===== src/rtl/core/xbr_pkg.sv =====
package xbr_pkg;

  // Result status codes.
  localparam logic [1:0] ST_OK       = 2'd0;
  localparam logic [1:0] ST_TOO_MANY = 2'd1;
  localparam logic [1:0] ST_RANGE    = 2'd2;
  localparam logic [1:0] ST_EMPTY    = 2'd3;

  // Bound count codes.
  localparam logic [1:0] BC_RAW  = 2'd0;
  localparam logic [1:0] BC_HIGH = 2'd1;
  localparam logic [1:0] BC_BOTH = 2'd2;
  localparam logic [1:0] BC_MANY = 2'd3;

  // Generator constants.
  localparam logic [31:0] ZERO_SUBST = 32'h6d2b79f5;
  localparam int unsigned SHIFT_A = 13;
  localparam int unsigned SHIFT_B = 17;
  localparam int unsigned SHIFT_C = 5;

  // One remainder step per bit of the 32-bit draw.
  localparam int unsigned DIV_STEPS = 32;
  localparam int unsigned CNT_W     = $clog2(DIV_STEPS);

  typedef struct packed {
    logic load;     // accept an input transaction and advance the generator
    logic seed_wr;  // reseed the generator
    logic step;     // one restoring remainder step
    logic emit;     // load the output register
  } cmd_t;

  typedef struct packed {
    logic need_div;  // accepted request needs range reduction
  } sts_t;

endpackage


===== src/rtl/core/xbr_in_if.sv =====
interface xbr_in_if;
  logic               valid;
  logic               ready;
  logic [1:0]         bound_count;
  logic signed [63:0] low_bound;
  logic signed [63:0] high_bound;

  modport source (output valid, bound_count, low_bound, high_bound, input ready);
  modport sink   (input valid, bound_count, low_bound, high_bound, output ready);
endinterface


===== src/rtl/core/xbr_out_if.sv =====
interface xbr_out_if;
  logic               valid;
  logic               ready;
  logic signed [32:0] value;
  logic [1:0]         status;

  modport source (output valid, value, status, input ready);
  modport sink   (input valid, value, status, output ready);
endinterface


===== src/rtl/core/xbr_cfg_if.sv =====
interface xbr_cfg_if;
  logic        valid;
  logic        ready;
  logic [31:0] seed;

  modport source (output valid, seed, input ready);
  modport sink   (input valid, seed, output ready);
endinterface


===== src/rtl/core/xbr_ctrl.sv =====
module xbr_ctrl (
  input  logic          clk,
  input  logic          rst_n,
  input  logic          in_valid,
  output logic          in_ready,
  input  logic          cfg_valid,
  output logic          cfg_ready,
  output logic          out_valid,
  input  logic          out_ready,
  input  xbr_pkg::sts_t sts,
  output xbr_pkg::cmd_t cmd
);

  localparam logic [1:0] S_IDLE = 2'd0;
  localparam logic [1:0] S_DIV  = 2'd1;
  localparam logic [1:0] S_HOLD = 2'd2;

  localparam logic [xbr_pkg::CNT_W-1:0] CNT_LAST = xbr_pkg::CNT_W'(xbr_pkg::DIV_STEPS - 1);

  logic [1:0]                state_r, state_nxt;
  logic [xbr_pkg::CNT_W-1:0] cnt_r, cnt_nxt;
  logic                      out_valid_r, out_valid_nxt;

  assign in_ready  = (state_r == S_IDLE);
  assign cfg_ready = (state_r == S_IDLE);
  assign out_valid = out_valid_r;

  always_comb begin
    cmd.load    = in_valid & in_ready;
    cmd.seed_wr = cfg_valid & cfg_ready;
    cmd.step    = (state_r == S_DIV);
    cmd.emit    = (state_r == S_HOLD) & (~out_valid_r | out_ready);
  end

  always_comb begin
    state_nxt = state_r;
    cnt_nxt   = cnt_r;
    unique case (state_r)
      S_IDLE: begin
        cnt_nxt = '0;
        if (cmd.load) begin
          state_nxt = sts.need_div ? S_DIV : S_HOLD;
        end
      end
      S_DIV: begin
        cnt_nxt = cnt_r + 1'b1;
        if (cnt_r == CNT_LAST) begin
          state_nxt = S_HOLD;
        end
      end
      S_HOLD: begin
        if (cmd.emit) begin
          state_nxt = S_IDLE;
        end
      end
      default: begin
        state_nxt = S_IDLE;
      end
    endcase
  end

  always_comb begin
    if (cmd.emit) begin
      out_valid_nxt = 1'b1;
    end else if (out_ready) begin
      out_valid_nxt = 1'b0;
    end else begin
      out_valid_nxt = out_valid_r;
    end
  end

  always_ff @(posedge clk) begin
    if (!rst_n) begin
      state_r     <= S_IDLE;
      cnt_r       <= '0;
      out_valid_r <= 1'b0;
    end else begin
      state_r     <= state_nxt;
      cnt_r       <= cnt_nxt;
      out_valid_r <= out_valid_nxt;
    end
  end

endmodule


===== src/rtl/core/xbr_dp.sv =====
module xbr_dp (
  input  logic               clk,
  input  logic               rst_n,
  input  xbr_pkg::cmd_t      cmd,
  output xbr_pkg::sts_t      sts,
  input  logic [1:0]         bound_count,
  input  logic signed [63:0] low_bound,
  input  logic signed [63:0] high_bound,
  input  logic [31:0]        seed,
  output logic signed [32:0] value,
  output logic [1:0]         status
);

  logic [31:0] gen_r, gen_nxt;
  logic [31:0] xs_r, rem_r, low_r;
  logic [32:0] span_r;
  logic [1:0]  sts_r, status_r;
  logic        raw_r;
  logic [32:0] value_r;

  logic [31:0] x0, x1, x2, x3;
  logic [63:0] lo64;
  logic        lo_ok, hi_ok;
  logic [31:0] lo32, hi32;
  logic [1:0]  chk;
  logic        need_div;
  logic [32:0] span_c;
  logic [32:0] trial, diff;
  logic        ge;
  logic [32:0] result;

  // Xorshift advance; a zero state is replaced before the shifts.
  always_comb begin
    x0 = (gen_r == '0) ? xbr_pkg::ZERO_SUBST : gen_r;
    x1 = x0 ^ (x0 << xbr_pkg::SHIFT_A);
    x2 = x1 ^ (x1 >> xbr_pkg::SHIFT_B);
    x3 = x2 ^ (x2 << xbr_pkg::SHIFT_C);
  end

  // A bound fits in 32 signed bits when bits 63 down to 31 all agree.
  always_comb begin
    lo64   = (bound_count == xbr_pkg::BC_BOTH) ? low_bound : 64'sd1;
    lo_ok  = (&lo64[63:31]) | ~(|lo64[63:31]);
    hi_ok  = (&high_bound[63:31]) | ~(|high_bound[63:31]);
    lo32   = lo64[31:0];
    hi32   = high_bound[31:0];
    span_c = {hi32[31], hi32} - {lo32[31], lo32} + 33'd1;
    chk      = xbr_pkg::ST_OK;
    need_div = 1'b0;
    unique case (bound_count) inside
      xbr_pkg::BC_RAW: begin
        chk = xbr_pkg::ST_OK;
      end
      xbr_pkg::BC_MANY: begin
        chk = xbr_pkg::ST_TOO_MANY;
      end
      xbr_pkg::BC_HIGH, xbr_pkg::BC_BOTH: begin
        if (!lo_ok || !hi_ok) begin
          chk = xbr_pkg::ST_RANGE;
        end else if ($signed(hi32) < $signed(lo32)) begin
          chk = xbr_pkg::ST_EMPTY;
        end else begin
          need_div = 1'b1;
        end
      end
      default: begin
        chk = xbr_pkg::ST_OK;
      end
    endcase
  end

  assign sts.need_div = need_div;

  // Restoring remainder step: the remainder always stays below the span.
  always_comb begin
    trial = {rem_r, xs_r[31]};
    ge    = (trial >= span_r);
    diff  = trial - span_r;
  end

  always_comb begin
    if (raw_r) begin
      result = {1'b0, xs_r};
    end else if (sts_r != xbr_pkg::ST_OK) begin
      result = '0;
    end else begin
      result = {low_r[31], low_r} + {1'b0, rem_r};
    end
  end

  always_comb begin
    gen_nxt = gen_r;
    if (cmd.seed_wr) begin
      gen_nxt = (seed == '0) ? 32'd1 : seed;
    end else if (cmd.load) begin
      gen_nxt = x3;
    end
  end

  always_ff @(posedge clk) begin
    if (!rst_n) begin
      gen_r <= 32'd1;
    end else begin
      gen_r <= gen_nxt;
    end
  end

  always_ff @(posedge clk) begin
    if (cmd.load) begin
      xs_r   <= x3;
      rem_r  <= '0;
      low_r  <= lo32;
      span_r <= span_c;
      sts_r  <= chk;
      raw_r  <= (bound_count == xbr_pkg::BC_RAW);
    end else if (cmd.step) begin
      xs_r  <= {xs_r[30:0], 1'b0};
      rem_r <= ge ? diff[31:0] : trial[31:0];
    end
    if (cmd.emit) begin
      value_r  <= result;
      status_r <= sts_r;
    end
  end

  assign value  = $signed(value_r);
  assign status = status_r;

endmodule


===== src/rtl/core/xorshift32_bounded_random_top.sv =====
// Bounded xorshift32 random source. Every transaction on the input channel
// advances the 32-bit xorshift generator (shifts 13 left, 17 right, 5 left; a
// zero state is first replaced by 0x6d2b79f5) and produces exactly one
// transaction on the output channel, even when the request fails. A bound
// count of 0 returns the raw draw, 1 returns a value in 1..high_bound and 2
// returns a value in low_bound..high_bound, computed as low plus the draw
// modulo the span. Status reports too many bounds, a bound outside signed
// 32-bit range or an empty interval; failed requests return value zero.
// Writing the seed on the configuration channel reloads the generator (zero
// becomes one). Timing: a raw draw or failed request goes straight from the
// input transaction to the hold state; a bounded draw first runs the 32-step
// bit-serial remainder unit, which handles one draw bit per cycle. The hold
// state loads the output register once any earlier result has been claimed;
// output valid rises in the cycle after, and input ready returns in the same
// cycle. The block works on one request at a time; a finished result waits in
// an output register, so the next request can be taken while it is unclaimed.
module xorshift32_bounded_random_top (
  input logic        clk,
  input logic        rst_n,
  xbr_in_if.sink     in_if,
  xbr_out_if.source  out_if,
  xbr_cfg_if.sink    cfg_if
);

  // Commands from the controller and status back from the datapath.
  xbr_pkg::cmd_t cmd;
  xbr_pkg::sts_t sts;

  // The controller sequences accept, the remainder steps and the output
  // register; it owns every handshake signal.
  xbr_ctrl u_ctrl (
    .clk       (clk),
    .rst_n     (rst_n),
    .in_valid  (in_if.valid),
    .in_ready  (in_if.ready),
    .cfg_valid (cfg_if.valid),
    .cfg_ready (cfg_if.ready),
    .out_valid (out_if.valid),
    .out_ready (out_if.ready),
    .sts       (sts),
    .cmd       (cmd)
  );

  // The datapath holds the generator state, the bound checks, the remainder
  // unit and the output payload register.
  xbr_dp u_dp (
    .clk         (clk),
    .rst_n       (rst_n),
    .cmd         (cmd),
    .sts         (sts),
    .bound_count (in_if.bound_count),
    .low_bound   (in_if.low_bound),
    .high_bound  (in_if.high_bound),
    .seed        (cfg_if.seed),
    .value       (out_if.value),
    .status      (out_if.status)
  );

  // Once a request is taken, the block is busy on the next cycle.
  a_busy_after_accept: assert property (@(posedge clk) disable iff (!rst_n)
    (in_if.valid && in_if.ready) |=> !in_if.ready)
    else $error("input ready high right after an accepted request");

  // A failed request always reports a zero value.
  a_fail_value_zero: assert property (@(posedge clk) disable iff (!rst_n)
    (out_if.valid && out_if.status != xbr_pkg::ST_OK) |-> (out_if.value == '0))
    else $error("nonzero value on a failed request");

  // A result is only offered while no new request is being accepted in the
  // same cycle that the result register is loaded.
  a_emit_not_idle: assert property (@(posedge clk) disable iff (!rst_n)
    cmd.emit |-> !in_if.ready)
    else $error("result loaded while the block was idle");

endmodule


===== src/flat_wrapper.sv =====
// flat-port wrapper written by rule: the top's interface ports become plain ports
module xorshift32_bounded_random_top_flat 
  (clk, rst_n, in_if_valid, in_if_bound_count, in_if_low_bound, in_if_high_bound, in_if_ready, out_if_valid, out_if_value, out_if_status, out_if_ready, cfg_if_valid, cfg_if_seed, cfg_if_ready);
  xbr_in_if in_if_i ();
  xbr_out_if out_if_i ();
  xbr_cfg_if cfg_if_i ();
  input logic clk;
  input logic rst_n;
  input wire logic [$bits(in_if_i.valid)-1:0] in_if_valid;
  input wire logic [$bits(in_if_i.bound_count)-1:0] in_if_bound_count;
  input wire logic [$bits(in_if_i.low_bound)-1:0] in_if_low_bound;
  input wire logic [$bits(in_if_i.high_bound)-1:0] in_if_high_bound;
  output wire logic [$bits(in_if_i.ready)-1:0] in_if_ready;
  output wire logic [$bits(out_if_i.valid)-1:0] out_if_valid;
  output wire logic [$bits(out_if_i.value)-1:0] out_if_value;
  output wire logic [$bits(out_if_i.status)-1:0] out_if_status;
  input wire logic [$bits(out_if_i.ready)-1:0] out_if_ready;
  input wire logic [$bits(cfg_if_i.valid)-1:0] cfg_if_valid;
  input wire logic [$bits(cfg_if_i.seed)-1:0] cfg_if_seed;
  output wire logic [$bits(cfg_if_i.ready)-1:0] cfg_if_ready;
  assign in_if_i.valid = in_if_valid;
  assign in_if_i.bound_count = in_if_bound_count;
  assign in_if_i.low_bound = in_if_low_bound;
  assign in_if_i.high_bound = in_if_high_bound;
  assign in_if_ready = in_if_i.ready;
  assign out_if_valid = out_if_i.valid;
  assign out_if_value = out_if_i.value;
  assign out_if_status = out_if_i.status;
  assign out_if_i.ready = out_if_ready;
  assign cfg_if_i.valid = cfg_if_valid;
  assign cfg_if_i.seed = cfg_if_seed;
  assign cfg_if_ready = cfg_if_i.ready;
  xorshift32_bounded_random_top u_core (.clk(clk), .rst_n(rst_n), .in_if(in_if_i), .out_if(out_if_i), .cfg_if(cfg_if_i));
endmodule

===== config.mk =====
export PLATFORM = sky130hd
export DESIGN_NAME = xorshift32_bounded_random_top_flat
export DESIGN_NICKNAME = d
export VERILOG_FILES = /design/src/rtl/core/xbr_pkg.sv /design/src/rtl/core/xbr_in_if.sv /design/src/rtl/core/xbr_out_if.sv /design/src/rtl/core/xbr_cfg_if.sv /design/src/rtl/core/xbr_ctrl.sv /design/src/rtl/core/xbr_dp.sv /design/src/rtl/core/xorshift32_bounded_random_top.sv /design/src/flat_wrapper.sv
export SDC_FILE = /design/constraint.sdc
export NUM_CORES = 1
export LEC_CHECK = 0
export BUFFER_PORTS_ARGS = -buffer_cell sky130_fd_sc_hd__buf_2
export CELL_PAD_IN_SITES_DETAIL_PLACEMENT = 1
export CELL_PAD_IN_SITES_GLOBAL_PLACEMENT = 1
export CORE_MARGIN = 8
export CORE_UTILIZATION = 38
export CTS_CLUSTER_DIAMETER = 100
export DETAILED_ROUTE_END_ITERATION = 8
export PLACE_DENSITY_LB_ADDON = 0.1
export SETUP_SLACK_MARGIN = 0.05
export SLEW_MARGIN = 40
export SYNTH_ARGS = -nofsm -noshare
export SYNTH_HDL_FRONTEND = slang
export SYNTH_SLANG_ARGS = --single-unit

===== constraint.sdc =====
create_clock -name clk -period 5.3 [get_ports clk]
set_input_delay 0.265 -clock clk [delete_from_list [all_inputs] [get_ports clk]]
set_output_delay 0.265 -clock clk [all_outputs]
set_load 0.01 [all_outputs]

==> results.md <==
* Area grow syn2layout at 16.1%
* First-pass GRT wire length at 76000 microns
* Netlist cell types at 73
* Pwr dens at 294 mW/mm^2
* Synth area leader: edfxtp_1
* CTS Buf Count at 25
* RSZ-0062 raised after global routing: false
* Max-cap violation count at 0
* Min-delay src: cfg_if_seed[7]
* Overall power at 5.24 mW
* Layout fillers at roughly 4800
* Nets at about 2200
* Startpoint Class: input port
* CP bufs+invs at 3
* Yosys reg bits at 207
* Avg WL per Cell at approximately 20 microns
* Hold Crit Class: input port to register
* Crit Reg-Reg Endpoint: u_core.u_dp.rem_r[3]$_SDFFE_PP0P_
* Dpl hpwl at 38800 microns
* Vias in the first global route at 13800
* Via count at roughly 13000
* Largest net degree at the start of global routing at 64
* Grt total ovfl at 0
* Worst Skew at 0.0228 ns
* Ports at 205
* Peak supply drop at around 0.00024 V
* Placed cell areas at 0.0168 sq mm
* Post-CTS setup buffers at 0
* Area occupied by multi-input gates at slightly above 0.009 sq mm
* Core Util, Final at 44.7%
* Clk root buf: clkbuf_16
* # setup viols final at 0
* CTS hold repair buffers at 11
* Hold Path Depth at 3
* Slew Limit Fails at 0
* Worst-Skew Late Latency at 0.54 ns
* Synth top area share at 26.4%
* Reg-to-reg startpoint: u_core.u_dp.rem_r[1]$_SDFFE_PP0P_
* Antenna fix cells at 0
* Final Hold Fails at 0
* Clk sinks at 207
* WS Path Type: input port to register
* Mapped cell area at 0.0153 sq mm
* Crit-path cells: buf_2, inv_1, ha_1, buf_4, nand2_1, ha_1, fa_1, nor2b_1, o21ai_2, a21oi_1, o41ai_2, a21oi_1, o41ai_2, o221ai_1, mux2_2, nand2_1
* P_int at 3.57 mW
* Setup TNS at 0 ns
* First-pass DRT Iterations at 5
* Antenna Nets Post-Route at 0
* Sequential Power Share at 38.9%
* Prevailing post-synth register cell: edfxtp_1
* Reg clk slew, reported paths at 0.06 ns
* Net switching power at 1.67 mW
* Seq/Total Area, Yosys at 35.8%
* Net Count, Synth at approximately 2000
* Syn Area/Cell at 8.97 sq um
* Worst Tran Pin Value at 0.826 ns
* Leak at roughly 7.7 nW
* Most frequent cells in the layout: buf_2, nand2_1, a21oi_1, ha_1, edfxtp_1
* Drc violations at 0
* Finished layout cell area at 0.0178 sq mm
* FMAX at 0.248 GHz
* Core area at approximately 0.04 sq mm
* Crit-path slowest cell: o41ai_2
* Syn Inst Count at about 1700
* Total Die Area at 0.0470 sq mm
* Number of cells on the worst reg-to-reg path at 11
* DRT iter0 DRCs at 562
* Sw frac at 31.9%
* Worst R2R Setup Slack at between 1.5 and 2 ns
* Post-Route WL at 48400 microns
* Most common cell after layout, fill and taps aside: buf_2
* FP Rows at between 70 and 80
* Worst EP arrival at roughly 4.3 ns
* Port Buffers at 204
* Number of flops mapped to enable cells by yosys at approximately 140
* Synth async-reset ratio at 0%
* Antenna violations before repair at 0
* Final period utilization at 76.1%
* Vias per cell at 5.44
* Die Ht at 217 microns
* Peak fanout along the critical path at 34
* Hold EP: u_core.u_dp.gen_r[7]$_SDFFE_PN0P_
* Htree depth at 1
* Share of cells above drive strength 1 at approximately 15%
* RePlAce Congestion at between 0.8 and 0.9
* CTS max path bufs at 3
* Relative slew margins at 44.5%
* Reg area at 0.00550 sq mm
* Status: complete, no violations
* Synth warnings at 0
* WP data required at 5.57 ns
* CTS tree: built
* PostCTS Resize Cnt at 0
* Area contributors post-synth: edfxtp_1, ha_1, dfxtp_1
* GRT Util Overall at 19.8%
* Clock Power Share at around a third
* Comb power frac at 27.3%
* Initial Util at around two fifths
* Die X-Extent at 217 microns
* Crit path max-delay family: compound AO/OA/AOI/OAI gates
* Nature of the critical path endpoint: register
* Crit path largest cell delay at between 0.5 and 0.6 ns
* Fin crit period at 4.03 ns
* Hold Worst Slack at approximately 0.026 ns
cells by family after synthesis:
family / share of synthesized area, %
compound gates: 20.2
xor+xnor: 9.25
fa+ha+maj: 13.4
buf+inv: 4.74
flops: 35.8
mux: 0.930
simple gates: 15.7
cells in the mapped netlist, types with 35 or more instances:
master	number
nand2_1	176
a21oi_1	146
edfxtp_1	135
ha_1	135
inv_1	115
o21ai_0	106
xnor2_1	103
nor2_1	93
dfxtp_1	72
clkbuf_1	61
xor2_1	59
nand3_1	39
a21o_1	38
nor2b_1	36
nor4_1	35
worst min-delay path, stage by stage:
cell	delay, ns
buf_2	0.09
a221oi_1	0.07
nor2b_1	0.10
routing by layer:
layer  global-route usage [%]  up-vias  share of wire (%)
met2                     34.2      202                 48
met1                     25.8     6438                 46
met3                     2.58       62                3.5
met4                     5.18        0                2.4
li1                         -     6542                  -
met5                        0        -                  0
metrics by stage:
step	worst slack [ns]	cells
finish	1.27	2436
global placement	0.824	2378
global route	0.975	2436
detailed placement	0.686	2379
CTS	1.25	2436
floorplan	1.16	1710
flip-flops by register name (all words and copies together) (netlist names):
signal and cells:
u_core.u_dp.span_r 33, u_core.u_dp.raw_r 1, u_core.u_ctrl.out_valid 1, u_core.u_dp.gen_r 32, u_core.u_dp.status 2, u_core.u_ctrl.cnt_r 5, u_core.u_dp.value 33, u_core.u_ctrl.state_r 2
u_core.u_dp.sts_r 2, u_core.u_dp.low_r 32, u_core.u_dp.xs_r 32, u_core.u_dp.rem_r 32
layout make-up:
| class | instances | area share [%] |
|---|---|---|
| well taps | 525 | 3.69 |
| clock buffers | 30 | 3.62 |
| inverters | 115 | 2.44 |
| repair buffers | 229 | 6.99 |
| clock inverters | 16 | 1.07 |
| multi-input cells | 1314 | 51.3 |
| flip-flops and latches | 207 | 30.9 |
power by group through the flow:
stage	clock network (mW)	logic [mW]	registers, mW
after floorplan	0	1.02	2.01
after global placement	0	1.39	2.07
after detailed placement	0	1.42	2.07
after CTS	1.82	1.44	2.04
after global routing	1.88	1.59	2.06
final	1.77	1.43	2.04
how the worst max path moves through the flow:
stage,startpoint,cells past startpoint,end,slack (ns)
2_1_floorplan,u_core.u_ctrl.state_r[0]$_SDFFE_PN0P_,7,u_core.u_dp.xs_r[1]$_DFFE_PP_,1.16
6_report,in_if_bound_count[0],16,u_core.u_dp.span_r[31]$_DFFE_PP_,1.27
3_3_place_gp,in_if_bound_count[0],16,u_core.u_dp.span_r[31]$_DFFE_PP_,0.82
4_1_cts,in_if_bound_count[0],16,u_core.u_dp.span_r[31]$_DFFE_PP_,1.25
3_5_place_dp,in_if_bound_count[0],16,u_core.u_dp.span_r[31]$_DFFE_PP_,0.69
5_1_grt,in_if_bound_count[0],20,u_core.u_dp.span_r[25]$_DFFE_PP_,0.97
Note: power is estimated with default switching activity, not from simulation.
